### config.mk
export PLATFORM = sky130hd
export DESIGN_NAME = hill_cipher_3x3_mod26
export DESIGN_NICKNAME = d
export VERILOG_FILES = /design/src/hdl/hc_pkg.sv /design/src/hdl/hc_mulmod.sv /design/src/hdl/hill_cipher_3x3_mod26.sv
export SDC_FILE = /design/constraint.sdc
export NUM_CORES = 1
export LEC_CHECK = 0
export BUFFER_PORTS_ARGS = -buffer_cell sky130_fd_sc_hd__buf_2
export CAP_MARGIN = 0
export CELL_PAD_IN_SITES_DETAIL_PLACEMENT = 1
export CELL_PAD_IN_SITES_GLOBAL_PLACEMENT = 2
export CORE_MARGIN = 5
export CORE_UTILIZATION = 40
export CTS_CLUSTER_DIAMETER = 100
export DETAILED_ROUTE_END_ITERATION = 10
export MAX_ROUTING_LAYER = met4
export PLACE_DENSITY = 0.79
export SYNTH_ARGS = -nofsm -noshare
export SYNTH_HDL_FRONTEND = slang
export SYNTH_SLANG_ARGS = --single-unit
### constraint.sdc
create_clock -name aclk -period 10.2 [get_ports aclk]
set_clock_uncertainty 0.05 [all_clocks]
set_input_delay 1.53 -clock aclk [delete_from_list [all_inputs] [get_ports aclk]]
set_output_delay 1.53 -clock aclk [all_outputs]
set_load 0.05 [all_outputs]
### src/hdl/hc_pkg.sv
// shared types, constants and helper functions for the 3x3 mod-26 hill cipher
package hc_pkg;

    localparam int unsigned LETTER_W  = 5;
    localparam int unsigned KEY_ROW_W = 15;
    localparam int unsigned ADDR_W    = 4;
    localparam int unsigned DATA_W    = 32;
    localparam int unsigned N_ENTRIES = 9;
    localparam int unsigned SLOT_W    = 4;

    localparam logic [LETTER_W-1:0] MODULUS    = 5'd26;
    localparam logic [LETTER_W-1:0] PAD_LETTER = 5'd23;
    localparam logic [1:0]          LAST_IDX   = 2'd2;

    // reset key {2,3,7; 5,7,9; 1,2,11}
    localparam logic [KEY_ROW_W-1:0] KEY_ROW_ZERO_RST = 15'd7266;
    localparam logic [KEY_ROW_W-1:0] KEY_ROW_ONE_RST  = 15'd9445;
    localparam logic [KEY_ROW_W-1:0] KEY_ROW_TWO_RST  = 15'd11329;

    // register indexes on the configuration port
    localparam logic [1:0] REG_KEY_ROW_ZERO = 2'd0;
    localparam logic [1:0] REG_KEY_ROW_ONE  = 2'd1;
    localparam logic [1:0] REG_KEY_ROW_TWO  = 2'd2;
    localparam logic [1:0] REG_DECRYPT_MODE = 2'd3;

    typedef struct packed {
        logic [LETTER_W-1:0] letter_in;
        logic                text_last;
    } hc_in_t;

    typedef struct packed {
        logic [LETTER_W-1:0] letter_out;
        logic                block_end;
        logic                text_end;
        logic                key_error;
    } hc_out_t;

    // one operation for the shared multiply-accumulate unit
    typedef struct packed {
        logic                issue;
        logic                neg;
        logic [LETTER_W-1:0] a;
        logic [LETTER_W-1:0] b;
        logic [LETTER_W-1:0] acc;
    } hc_op_t;

    typedef enum logic [2:0] {
        ST_IDLE,
        ST_COF,
        ST_DET,
        ST_SCALE,
        ST_MUL,
        ST_OUT
    } hc_state_t;

    // reduce a 5-bit value below 26
    function automatic logic [LETTER_W-1:0] red26(input logic [LETTER_W-1:0] v);
        red26 = (v >= MODULUS) ? v - MODULUS : v;
    endfunction

    // v mod 26 for v below 1024, reciprocal multiply is exact over this range
    function automatic logic [LETTER_W-1:0] mod26(input logic [9:0] v);
        logic [21:0] prod;
        logic [5:0]  q;
        logic [9:0]  r;
        prod  = 22'(v) * 22'd2521;
        q     = prod[21:16];
        r     = v - 10'(q) * 10'd26;
        mod26 = r[LETTER_W-1:0];
    endfunction

    // (x + 1) mod 3
    function automatic logic [1:0] inc3(input logic [1:0] x);
        inc3 = (x == LAST_IDX) ? 2'd0 : x + 2'd1;
    endfunction

    // entry c of a packed key row, reduced mod 26
    function automatic logic [LETTER_W-1:0] key_ent(input logic [KEY_ROW_W-1:0] row,
                                                   input logic [1:0] c);
        logic [LETTER_W-1:0] e;
        unique case (c)
            2'd0:    e = row[4:0];
            2'd1:    e = row[9:5];
            default: e = row[14:10];
        endcase
        key_ent = red26(e);
    endfunction

    // multiplicative inverse mod 26, zero where none exists
    function automatic logic [LETTER_W-1:0] inv26(input logic [LETTER_W-1:0] d);
        unique case (d)
            5'd1:    inv26 = 5'd1;
            5'd3:    inv26 = 5'd9;
            5'd5:    inv26 = 5'd21;
            5'd7:    inv26 = 5'd15;
            5'd9:    inv26 = 5'd3;
            5'd11:   inv26 = 5'd19;
            5'd15:   inv26 = 5'd7;
            5'd17:   inv26 = 5'd23;
            5'd19:   inv26 = 5'd11;
            5'd21:   inv26 = 5'd5;
            5'd23:   inv26 = 5'd17;
            5'd25:   inv26 = 5'd25;
            default: inv26 = 5'd0;
        endcase
    endfunction

endpackage

### src/hdl/hc_mulmod.sv
// shared multiply-accumulate unit modulo 26, result valid the cycle after issue
module hc_mulmod
    import hc_pkg::*;
(
    input  logic                aclk,
    input  hc_op_t              op,
    output logic [LETTER_W-1:0] res
);

    logic [9:0] raw_reg;
    logic [9:0] prod;

    assign prod = 10'(op.a) * 10'(op.b);

    // raw sum register, subtraction offset by 26*26 to stay positive
    always_ff @(posedge aclk) begin
        if (op.issue) begin
            if (op.neg) begin
                raw_reg <= 10'(op.acc) + 10'd676 - prod;
            end else begin
                raw_reg <= 10'(op.acc) + prod;
            end
        end
    end

    // reduce held sum
    assign res = mod26(raw_reg);

endmodule

### src/hdl/hill_cipher_3x3_mod26.sv
// top level: letter grouping, key registers, inverse builder and block multiply
// Letters are taken one per item and grouped into blocks of three; a block
// closes on its third letter or on text_last, short blocks padded with 'x'
// (23). A closing letter starts three row-times-column products on one shared
// multiply-mod-26 unit, each multiply-accumulate step having an issue phase
// and a wait phase, and each result item is held until taken. In decrypt mode
// the first block after reset or after any configuration write first builds
// the inverse key: nine cofactors, the determinant and nine scalings, on the
// same unit. The block accepts no item while a block is being worked or
// emitted. In decrypt mode a determinant not coprime with 26 gives zero
// letters with key_error set.
module hill_cipher_3x3_mod26
    import hc_pkg::*;
(
    input  logic              aclk,
    input  logic              aresetn,
    // input letters
    input  logic              s_valid,
    output logic              s_ready,
    input  hc_in_t            s_data,
    // result letters
    output logic              m_valid,
    input  logic              m_ready,
    output hc_out_t           m_data,
    // configuration port
    input  logic              psel,
    input  logic              penable,
    input  logic              pwrite,
    input  logic [ADDR_W-1:0] paddr,
    input  logic [DATA_W-1:0] pwdata,
    output logic [DATA_W-1:0] prdata,
    output logic              pready
);

    hc_state_t state_reg, state_next;

    logic [KEY_ROW_W-1:0] key0_reg, key1_reg, key2_reg;
    logic                 mode_reg;
    logic                 cfg_we;

    logic [LETTER_W-1:0] pend_reg [2];
    logic [LETTER_W-1:0] pend_next [2];
    logic [1:0]          cnt_reg, cnt_next;
    logic [LETTER_W-1:0] vec_reg [3];
    logic [LETTER_W-1:0] vec_next [3];
    logic                last_reg, last_next;

    logic [LETTER_W-1:0] inv_reg [N_ENTRIES];
    logic                inv_we;
    logic [SLOT_W-1:0]   inv_waddr, inv_raddr;
    logic [LETTER_W-1:0] inv_rdata;
    logic                inv_ready_reg, inv_ready_next;
    logic [LETTER_W-1:0] dinv_reg, dinv_next;

    logic [1:0] row_reg, row_next, col_reg, col_next, k_reg, k_next;
    logic       ph_reg, ph_next;

    logic    m_valid_reg, m_valid_next;
    hc_out_t out_reg, out_next;

    hc_op_t              op;
    logic [LETTER_W-1:0] res;
    logic [SLOT_W-1:0]   slot;
    logic [1:0]          r1, r2, c1, c2;
    logic [LETTER_W-1:0] lin;
    logic                err;

    hc_mulmod u_mulmod (
        .aclk (aclk),
        .op   (op),
        .res  (res)
    );

    assign pready  = 1'b1;
    assign s_ready = (state_reg == ST_IDLE);
    assign m_valid = m_valid_reg;
    assign m_data  = out_reg;
    assign cfg_we  = psel & penable & pwrite & pready;

    // configuration registers
    always_ff @(posedge aclk) begin
        if (!aresetn) begin
            key0_reg <= KEY_ROW_ZERO_RST;
            key1_reg <= KEY_ROW_ONE_RST;
            key2_reg <= KEY_ROW_TWO_RST;
            mode_reg <= 1'b0;
        end else if (cfg_we) begin
            unique case (paddr[3:2])
                REG_KEY_ROW_ZERO: key0_reg <= pwdata[KEY_ROW_W-1:0];
                REG_KEY_ROW_ONE:  key1_reg <= pwdata[KEY_ROW_W-1:0];
                REG_KEY_ROW_TWO:  key2_reg <= pwdata[KEY_ROW_W-1:0];
                REG_DECRYPT_MODE: mode_reg <= pwdata[0];
            endcase
        end
    end

    // register readback
    always_comb begin
        unique case (paddr[3:2])
            REG_KEY_ROW_ZERO: prdata = DATA_W'(key0_reg);
            REG_KEY_ROW_ONE:  prdata = DATA_W'(key1_reg);
            REG_KEY_ROW_TWO:  prdata = DATA_W'(key2_reg);
            REG_DECRYPT_MODE: prdata = DATA_W'(mode_reg);
        endcase
    end

    // key entry lookup by row and column
    function automatic logic [LETTER_W-1:0] key_at(input logic [1:0] r, input logic [1:0] c,
                                                   input logic [KEY_ROW_W-1:0] k0,
                                                   input logic [KEY_ROW_W-1:0] k1,
                                                   input logic [KEY_ROW_W-1:0] k2);
        logic [KEY_ROW_W-1:0] row;
        unique case (r)
            2'd0:    row = k0;
            2'd1:    row = k1;
            default: row = k2;
        endcase
        key_at = key_ent(row, c);
    endfunction

    // inverse matrix store
    always_ff @(posedge aclk) begin
        if (inv_we) begin
            inv_reg[inv_waddr] <= res;
        end
    end
    assign inv_rdata = inv_reg[inv_raddr];

    assign slot = SLOT_W'(row_reg) * SLOT_W'(3) + SLOT_W'(col_reg);
    assign r1   = inc3(col_reg);
    assign r2   = inc3(r1);
    assign c1   = inc3(row_reg);
    assign c2   = inc3(c1);
    assign lin  = red26(s_data.letter_in);
    assign err  = mode_reg && (dinv_reg == '0);

    // sequencer state and control registers
    always_ff @(posedge aclk) begin
        if (!aresetn) begin
            state_reg     <= ST_IDLE;
            cnt_reg       <= '0;
            inv_ready_reg <= 1'b0;
            dinv_reg      <= '0;
            row_reg       <= '0;
            col_reg       <= '0;
            k_reg         <= '0;
            ph_reg        <= 1'b0;
            m_valid_reg   <= 1'b0;
        end else begin
            state_reg     <= state_next;
            cnt_reg       <= cnt_next;
            inv_ready_reg <= cfg_we ? 1'b0 : inv_ready_next;
            dinv_reg      <= dinv_next;
            row_reg       <= row_next;
            col_reg       <= col_next;
            k_reg         <= k_next;
            ph_reg        <= ph_next;
            m_valid_reg   <= m_valid_next;
        end
    end

    // payload registers
    always_ff @(posedge aclk) begin
        pend_reg <= pend_next;
        vec_reg  <= vec_next;
        last_reg <= last_next;
        out_reg  <= out_next;
    end

    // next state, unit operations and register updates
    always_comb begin
        state_next     = state_reg;
        cnt_next       = cnt_reg;
        pend_next      = pend_reg;
        vec_next       = vec_reg;
        last_next      = last_reg;
        inv_ready_next = inv_ready_reg;
        dinv_next      = dinv_reg;
        row_next       = row_reg;
        col_next       = col_reg;
        k_next         = k_reg;
        ph_next        = ph_reg;
        m_valid_next   = m_valid_reg;
        out_next       = out_reg;
        op             = '0;
        inv_we         = 1'b0;
        inv_waddr      = slot;
        inv_raddr      = slot;

        unique case (state_reg)
            ST_IDLE: begin
                if (s_valid) begin
                    if (!s_data.text_last && cnt_reg < LAST_IDX) begin
                        pend_next[cnt_reg[0]] = lin;
                        cnt_next = cnt_reg + 2'd1;
                    end else begin
                        vec_next[0] = (cnt_reg == 2'd0) ? lin : pend_reg[0];
                        vec_next[1] = (cnt_reg == 2'd0) ? PAD_LETTER :
                                      (cnt_reg == 2'd1) ? lin : pend_reg[1];
                        vec_next[2] = (cnt_reg == LAST_IDX) ? lin : PAD_LETTER;
                        last_next   = s_data.text_last;
                        cnt_next    = '0;
                        row_next    = '0;
                        col_next    = '0;
                        k_next      = '0;
                        ph_next     = 1'b0;
                        state_next  = (mode_reg && !inv_ready_reg) ? ST_COF : ST_MUL;
                    end
                end
            end

            // cofactor of (col,row) into slot row*3+col: two steps
            ST_COF: begin
                if (!ph_reg) begin
                    op.issue = 1'b1;
                    if (k_reg == 2'd0) begin
                        op.a = key_at(r1, c1, key0_reg, key1_reg, key2_reg);
                        op.b = key_at(r2, c2, key0_reg, key1_reg, key2_reg);
                    end else begin
                        op.a   = key_at(r1, c2, key0_reg, key1_reg, key2_reg);
                        op.b   = key_at(r2, c1, key0_reg, key1_reg, key2_reg);
                        op.neg = 1'b1;
                        op.acc = res;
                    end
                    ph_next = 1'b1;
                end else begin
                    ph_next = 1'b0;
                    if (k_reg == 2'd0) begin
                        k_next = 2'd1;
                    end else begin
                        k_next = '0;
                        inv_we = 1'b1;
                        if (col_reg == LAST_IDX) begin
                            col_next = '0;
                            if (row_reg == LAST_IDX) begin
                                row_next   = '0;
                                state_next = ST_DET;
                            end else begin
                                row_next = row_reg + 2'd1;
                            end
                        end else begin
                            col_next = col_reg + 2'd1;
                        end
                    end
                end
            end

            // determinant along row zero, cofactors of row zero sit in column zero
            ST_DET: begin
                inv_raddr = SLOT_W'(k_reg) * SLOT_W'(3);
                if (!ph_reg) begin
                    op.issue = 1'b1;
                    op.a     = key_at(2'd0, k_reg, key0_reg, key1_reg, key2_reg);
                    op.b     = inv_rdata;
                    op.acc   = (k_reg == 2'd0) ? '0 : res;
                    ph_next  = 1'b1;
                end else begin
                    ph_next = 1'b0;
                    if (k_reg == LAST_IDX) begin
                        k_next     = '0;
                        dinv_next  = inv26(res);
                        state_next = ST_SCALE;
                    end else begin
                        k_next = k_reg + 2'd1;
                    end
                end
            end

            // scale adjugate by inverse determinant, zero factor zeroes all
            ST_SCALE: begin
                if (!ph_reg) begin
                    op.issue = 1'b1;
                    op.a     = dinv_reg;
                    op.b     = inv_rdata;
                    ph_next  = 1'b1;
                end else begin
                    ph_next = 1'b0;
                    inv_we  = 1'b1;
                    if (col_reg == LAST_IDX) begin
                        col_next = '0;
                        if (row_reg == LAST_IDX) begin
                            row_next       = '0;
                            inv_ready_next = 1'b1;
                            state_next     = ST_MUL;
                        end else begin
                            row_next = row_reg + 2'd1;
                        end
                    end else begin
                        col_next = col_reg + 2'd1;
                    end
                end
            end

            // output column col: sum over k of vec[k] * m[k][col]
            ST_MUL: begin
                inv_raddr = SLOT_W'(k_reg) * SLOT_W'(3) + SLOT_W'(col_reg);
                if (!ph_reg) begin
                    op.issue = 1'b1;
                    op.a     = vec_reg[k_reg];
                    op.b     = mode_reg ? inv_rdata :
                               key_at(k_reg, col_reg, key0_reg, key1_reg, key2_reg);
                    op.acc   = (k_reg == 2'd0) ? '0 : res;
                    ph_next  = 1'b1;
                end else begin
                    ph_next = 1'b0;
                    if (k_reg == LAST_IDX) begin
                        k_next              = '0;
                        out_next.letter_out = err ? '0 : res;
                        out_next.block_end  = (col_reg == LAST_IDX);
                        out_next.text_end   = last_reg && (col_reg == LAST_IDX);
                        out_next.key_error  = err;
                        m_valid_next        = 1'b1;
                        state_next          = ST_OUT;
                    end else begin
                        k_next = k_reg + 2'd1;
                    end
                end
            end

            // hold result item until taken
            ST_OUT: begin
                if (m_ready) begin
                    m_valid_next = 1'b0;
                    if (col_reg == LAST_IDX) begin
                        col_next   = '0;
                        state_next = ST_IDLE;
                    end else begin
                        col_next   = col_reg + 2'd1;
                        state_next = ST_MUL;
                    end
                end
            end

            default: begin
                state_next = ST_IDLE;
            end
        endcase
    end

endmodule

== Word-level counts from Yosys, hierarchy flattened ==
Memories as Yosys holds them, arrays and structs flattened. A register that Yosys moved wholly into a read port is not among the register bits.
Index checks and enable logic that the tools add are counted.

* Multiplexer cells: 107
* Equal/unequal tests: 36
* Bitwise operators: 6
* Order comparisons: 11
* Multiply operators: 5
* Reduce and logical (&&, ||, !) cells: 43
* Add/sub/neg operators: 19

{| class="wikitable"
|+ Operators with widths
! cell !! count
|-
| $mux 5 || 30
|-
| $pmux 32 s4 || 1
|-
| $pmux 15 s2 || 3
|-
| $pmux 5 s2 || 6
|-
| $mux 3 || 16
|-
| $pmux 10 s4 || 1
|-
| $mux 2 || 18
|-
| $ge 5x5->1 const B || 7
|-
| $sub 5x5->5 const B || 7
|-
| $mux 10 || 3
|-
| $mux 15 || 2
|-
| $ne 2x2->1 const B || 14
|-
| $mul 10x12->22 const B || 1
|-
| $pmux 3 s6 || 1
|-
| $mux 17 || 1
|-
| $eq 2x1->1 const B || 8
|-
| $eq 2x2->1 const B || 8
|-
| $logic_not 2->1 || 8
|-
| $pmux 5 s3 || 1
|-
| $reduce_and 3->1 || 5
|-
| $reduce_and 14->1 || 1
|-
| $mux 1 || 13
|-
| $add 2x1->2 const B || 6
|-
| $pmux 2 s3 || 2
|-
| other kinds (41) || 64
|}

* Memories: 2
* Logic and storage cells: 252
* Flip-flop bits (word level): 104
* Output and inout bits: 43
* Bits in writable memories: 45
* ROM bits: 160
* Input port bits: 49

{| class="wikitable"
|+ Memory list
! memory !! words !! width !! rd ports !! clocked after memory_dff !! wr ports !! RTL line !! text
|-
| (no name shown) || 32 || 5 || 1 || 1 || 0 || hc_pkg.sv:91 || <nowiki>unique case (d)</nowiki>
|-
| inv_reg || 9 || 5 || 1 || 0 || 1 || hill_cipher_3x3_mod26.sv:48 || <nowiki>logic [LETTER_W-1:0] inv_reg [N_ENTRIES];</nowiki>
|}

== Logic depth before layout (Yosys ltp) ==
* Depth after elaboration: 18
* Depth in mapped cells: 35
* Depth with buffers taken out: 35

== By module ==
From an unflattened synthesis, not the netlist that was laid out.

* Cells, all modules: 1416
* Area, all modules: 13076.3 sq um

{| class="wikitable"
|+ By module, submodules not included
! module !! cells each !! sequential area each (sq um) !! times used !! area an instance (sq um)
|-
| hill_cipher_3x3_mod26 || 1020 || 3673.5 || 1 || 9310.2
|-
| hc_mulmod || 396 || 300.3 || 1 || 3766.1
|}

== Least setup slack after synthesis ==
OpenSTA, ideal clock, no wires.

* Path type: reg-to-reg
* Start point: register u_mulmod.raw_reg[4]
* End point: register u_mulmod.raw_reg[9] (data pin)
* Clock period less this slack: 7.652 ns
* Path slack: 2.548 ns
* Library setup time: 0.261 ns
* Buffers on the path: 0
* Required time: 9.889 ns
* Arrival: 7.341 ns
* Stages on the path, launching flop included: 36
* Cell sequence: edfxtp_1 inv_1 fa_1 fa_1 inv_1 fa_1 inv_1 fa_1 inv_1 ha_1 ha_1 and4_1 a21oi_1 nand2_1 o2111a_1 nor3_1 xnor2_1 ha_1 xnor2_1 xnor2_1 xnor2_1 xnor2_1 xnor3_1 xor2_1 nor2_1 ha_1 inv_1 ha_1 inv_1 o21bai_1 a21o_1 a21o_1 nand2_1 o21ai_0 a32oi_1 xnor2_1

* Longest elaborated chain between the ends: 9
* Elaborated cells on any way between the ends: 12
* Those cells by class: add/sub (4); mul (2); mux (6)

{| class="wikitable"
|+ RTL lines
! element !! RTL line !! text
|-
| start, declared || hc_mulmod.sv:10 || <nowiki>logic [9:0] raw_reg;</nowiki>
|-
| start signal, assigned || hc_mulmod.sv:19 || <nowiki>raw_reg <= 10'(op.acc) + 10'd676 - prod;</nowiki>
|-
| start signal, assigned || hc_mulmod.sv:21 || <nowiki>raw_reg <= 10'(op.acc) + prod;</nowiki>
|-
| $mul 10x12->22 || hc_pkg.sv:66 || <nowiki>prod = 22'(v) * 22'd2521;</nowiki>
|-
| $mul 6x4->4 || hc_pkg.sv:68 || <nowiki>r = v - 10'(q) * 10'd26;</nowiki>
|-
| $sub 5x5->5 * || hc_pkg.sv:68 ||
|-
| $mux 5 * || hill_cipher_3x3_mod26.sv:216, hill_cipher_3x3_mod26.sv:255, hill_cipher_3x3_mod26.sv:302 ||
|-
| $mux 15 (tied with other cells) || hill_cipher_3x3_mod26.sv:297 || <nowiki>if (!ph_reg) begin</nowiki>
|-
| $pmux 5 s3 * || hill_cipher_3x3_mod26.sv:190 || <nowiki>unique case (state_reg)</nowiki>
|-
| $add 5x10->10 || hc_mulmod.sv:19 ||
|-
| $sub 10x10->10 || hc_mulmod.sv:19 ||
|-
| $mux 10 * || hc_mulmod.sv:18 || <nowiki>if (op.neg) begin</nowiki>
|}

Mark *: on every way between the ends. The rest lies on a longest branch, timed or not.
A chain may end at the register's enable or synchronous reset.

== Worst setup path after layout ==
Ends and elaborated chain as after synthesis.

==> summary.txt <==
Setup path
  • CP Data Required Time: 10.34 ns
  • Flop2flop setup slack: 1.31 ns
  • Crit path to: u_mulmod.raw_reg[9]
  • Slowest stage delay, CP: 0.60 ns
  • Setup crit end kind: flip-flop
  • Crit Path Class: flip-flop to flip-flop
  • Crit path max fanout: 11
  • CP Launch Type: flip-flop
  • Depth of the worst register-to-register path: 35
  • RR Endpoint: u_mulmod.raw_reg[9]
  • Slowest CP cell: edfxtp_1
  • Critical path launch point: u_mulmod.raw_reg[4]
  • CP Data Arrival Time: 9.03 ns
  • RR Startpoint: u_mulmod.raw_reg[4]

Timing
  • Relative slew slack: 17.62%
  • Final setup viols: 0
  • Unrepaired setup endpoints after global routing: false
  • Total negative slack: 0 ns
  • Max Fclk: 112.5 MHz
  • Worst-Margin Slew: 1.231 ns
  • Final Max Tran Viols: 0
  • Final count of hold timing violations: 0
  • Final Cycle Share: 87.14%
  • Post-layout min period: 8.888 ns

Drt
  • Iteration-0 DRC Markers: 478
  • Routed wire length: 36.64 mm
  • Routed WL per cell: 19.52 um
  • Via count: 10340
  • Vias per cell: 5.507
  • Pre-antenna DRT Iters: 5
  • Residual DRC: 0
  • DRT antenna net count: 0

Logic synthesis
  • Top-count cell post-synth: nand2_1
  • Main synth FF type: edfxtp_1
  • Largest cells by area after synthesis: edfxtp_1 21%, ha_1 11%, dfxtp_1 10%, fa_1 7.1%, mux2i_1 6.5%
  • EDFF count, synth: 89
  • Synth Cell Area: 13010 um^2
  • Syn. warnings: 0
  • Syn Inst Count: 1396
  • Cell taking the most area after synthesis: edfxtp_1
  • Synth top area share: 20.54%
  • Post-synth cell types: 85
  • Synth cell count leaders: 185 x nand2_1, 117 x ha_1, 114 x inv_1
  • Syn Area/Cell: 9.321 um^2
  • Sequential element share of the synthesized area: 30.54%
  • Synth Register Bits: 154
  • Fraction of registers with async set/reset: 0%

Global routing
  • Gr usage total: 21.41%
  • First-pass GRT wire length: 60.13 mm
  • Gr ovfl total: 0
  • Largest net degree at the start of global routing: 44
  • Initial antenna violation count: 0
  • Vias in the first global route: 11090

Placed design
  • Estimated wirelength of the detail-placed design: 28.07 mm
  • Final RePlAce weighted congestion: 0.8502
  • PortBufs: 54

Clocking
  • Sink Count: 154
  • CTS H-tree lvls: 4
  • CTS buffer count: 17
  • CTS tree: done
  • Clock buffer depth: 2
  • Root Buffer: clkbuf_16
  • Setup bufs post-CTS: 0
  • Reg clk slew, reported paths: 0.08 ns
  • Clock Latency Late Sink: 0.44 ns
  • CTS resizes: 0
  • # hold bufs at CTS: 0

Final layout
  • Max reg flops: 45
  • Layout area overhead: 9.183%
  • Layout cells sized above 1: 11.50%
  • Antenna diode count: 0
  • Fill count: 3731
  • Final nets: 1634

Floorplan
  • Die W: 190.4 um
  • Core Footprint: 32290 um^2
  • Initial core utilization: 40.30%
  • Die Ht: 190.4 um
  • Io pins: 92
  • # rows: 66
  • Die ar.: 36240 um^2

Flow run
  • Max-cap violations: 0

Status
  • Status: finished, final reports clean

Worst hold path
  • Hold crit path type: flip-flop to flip-flop
[layer usage]
metal,up-vias,global-route usage (%),wire [um]
met5,-,-,0
met4,0,5.138,618
met3,33,2.527,961
met2,140,37.10,18410
met1,5184,26.89,16650
li1,4980,-,-
[metrics by stage]
stage / cell area [um^2] / util (%) / instances / setup WS [ns] / hold WS, ns
floorplan: 13070 / - / 1412 / 2.548 / 0.3839
detailed placement: 13620 / 42.19 / 1845 / 1.284 / 0.4222
CTS: 14210 / 44.00 / 1877 / 1.201 / 0.4401
finish: 14210 / 44.00 / 1877 / 1.312 / 0.4406
global route: 14210 / 44.00 / 1877 / 0.7196 / 0.4776
global placement: 13620 / 42.19 / 1845 / 1.425 / 0.4185
[worst min path at each step]
stage	start	to	slack [ns]	cells after the start
finish	dinv_reg[2]	dinv_reg[2]	0.44	2
global route	key1_reg[11]	key1_reg[11]	0.48	2
CTS	dinv_reg[1]	dinv_reg[1]	0.44	2
detailed placement	dinv_reg[1]	dinv_reg[1]	0.42	2
global placement	dinv_reg[1]	dinv_reg[1]	0.42	2
floorplan	dinv_reg[2]	dinv_reg[2]	0.38	2
[worst max-delay path: cells and delay by family, from the launching register on]
| family | cells | cell delay (ns) |
|---|---|---|
| adders and majority gates | 9 | 3.53 |
| xor gates and xnor gates | 8 | 1.86 |
| AOI/OAI and AO/OA | 7 | 1.34 |
| and+or+nand+nor | 5 | 0.79 |
| DFF | 1 | 0.60 |
| buffers and inverters | 6 | 0.48 |
[cell type report]
type / count / area [um^2] / share of cell area (%)
multi-input cells: 1057 / 8243 / 58.02
flip-flops and latches: 154 / 3975 / 27.98
well taps: 442 / 553.0 / 3.893
inverters: 121 / 454.2 / 3.197
clock buffers: 17 / 425.4 / 2.994
repair buffers: 71 / 397.9 / 2.801
clock inverters: 15 / 158.9 / 1.118
[cells in the final DEF (no fill, tap or decap), drive strengths merged, types with 34 or more instances in the layout]
| cell type | synthesis | layout |
|---|---|---|
| mux2 | 34 | 34 |
| nor2 | 96 | 96 |
| nand2 | 185 | 185 |
| fa | 46 | 46 |
| buf | 39 | 71 |
| inv | 118 | 129 |
| o21ai | 73 | 73 |
| a21oi | 78 | 78 |
| mux2i | 86 | 86 |
| edfxtp | 89 | 89 |
| dfxtp | 65 | 65 |
| ha | 117 | 117 |
[cells by family after synthesis]
| family | count (synthesis) | synth area share, % |
|---|---|---|
| AO/OA/AOI/OAI | 291 | 14.87 |
| buffers and inverters | 201 | 6.692 |
| XOR/XNOR | 33 | 2.327 |
| adder cells (fa/ha/maj) | 163 | 18.33 |
| AND/OR/NAND/NOR | 415 | 14.42 |
| other | 2 | 0.05771 |
| flip-flops | 154 | 30.54 |
| multiplexers | 137 | 12.77 |
Power is not shown: default switching activity piles up to over one toggle a cycle in this logic, so the estimate is an artifact.
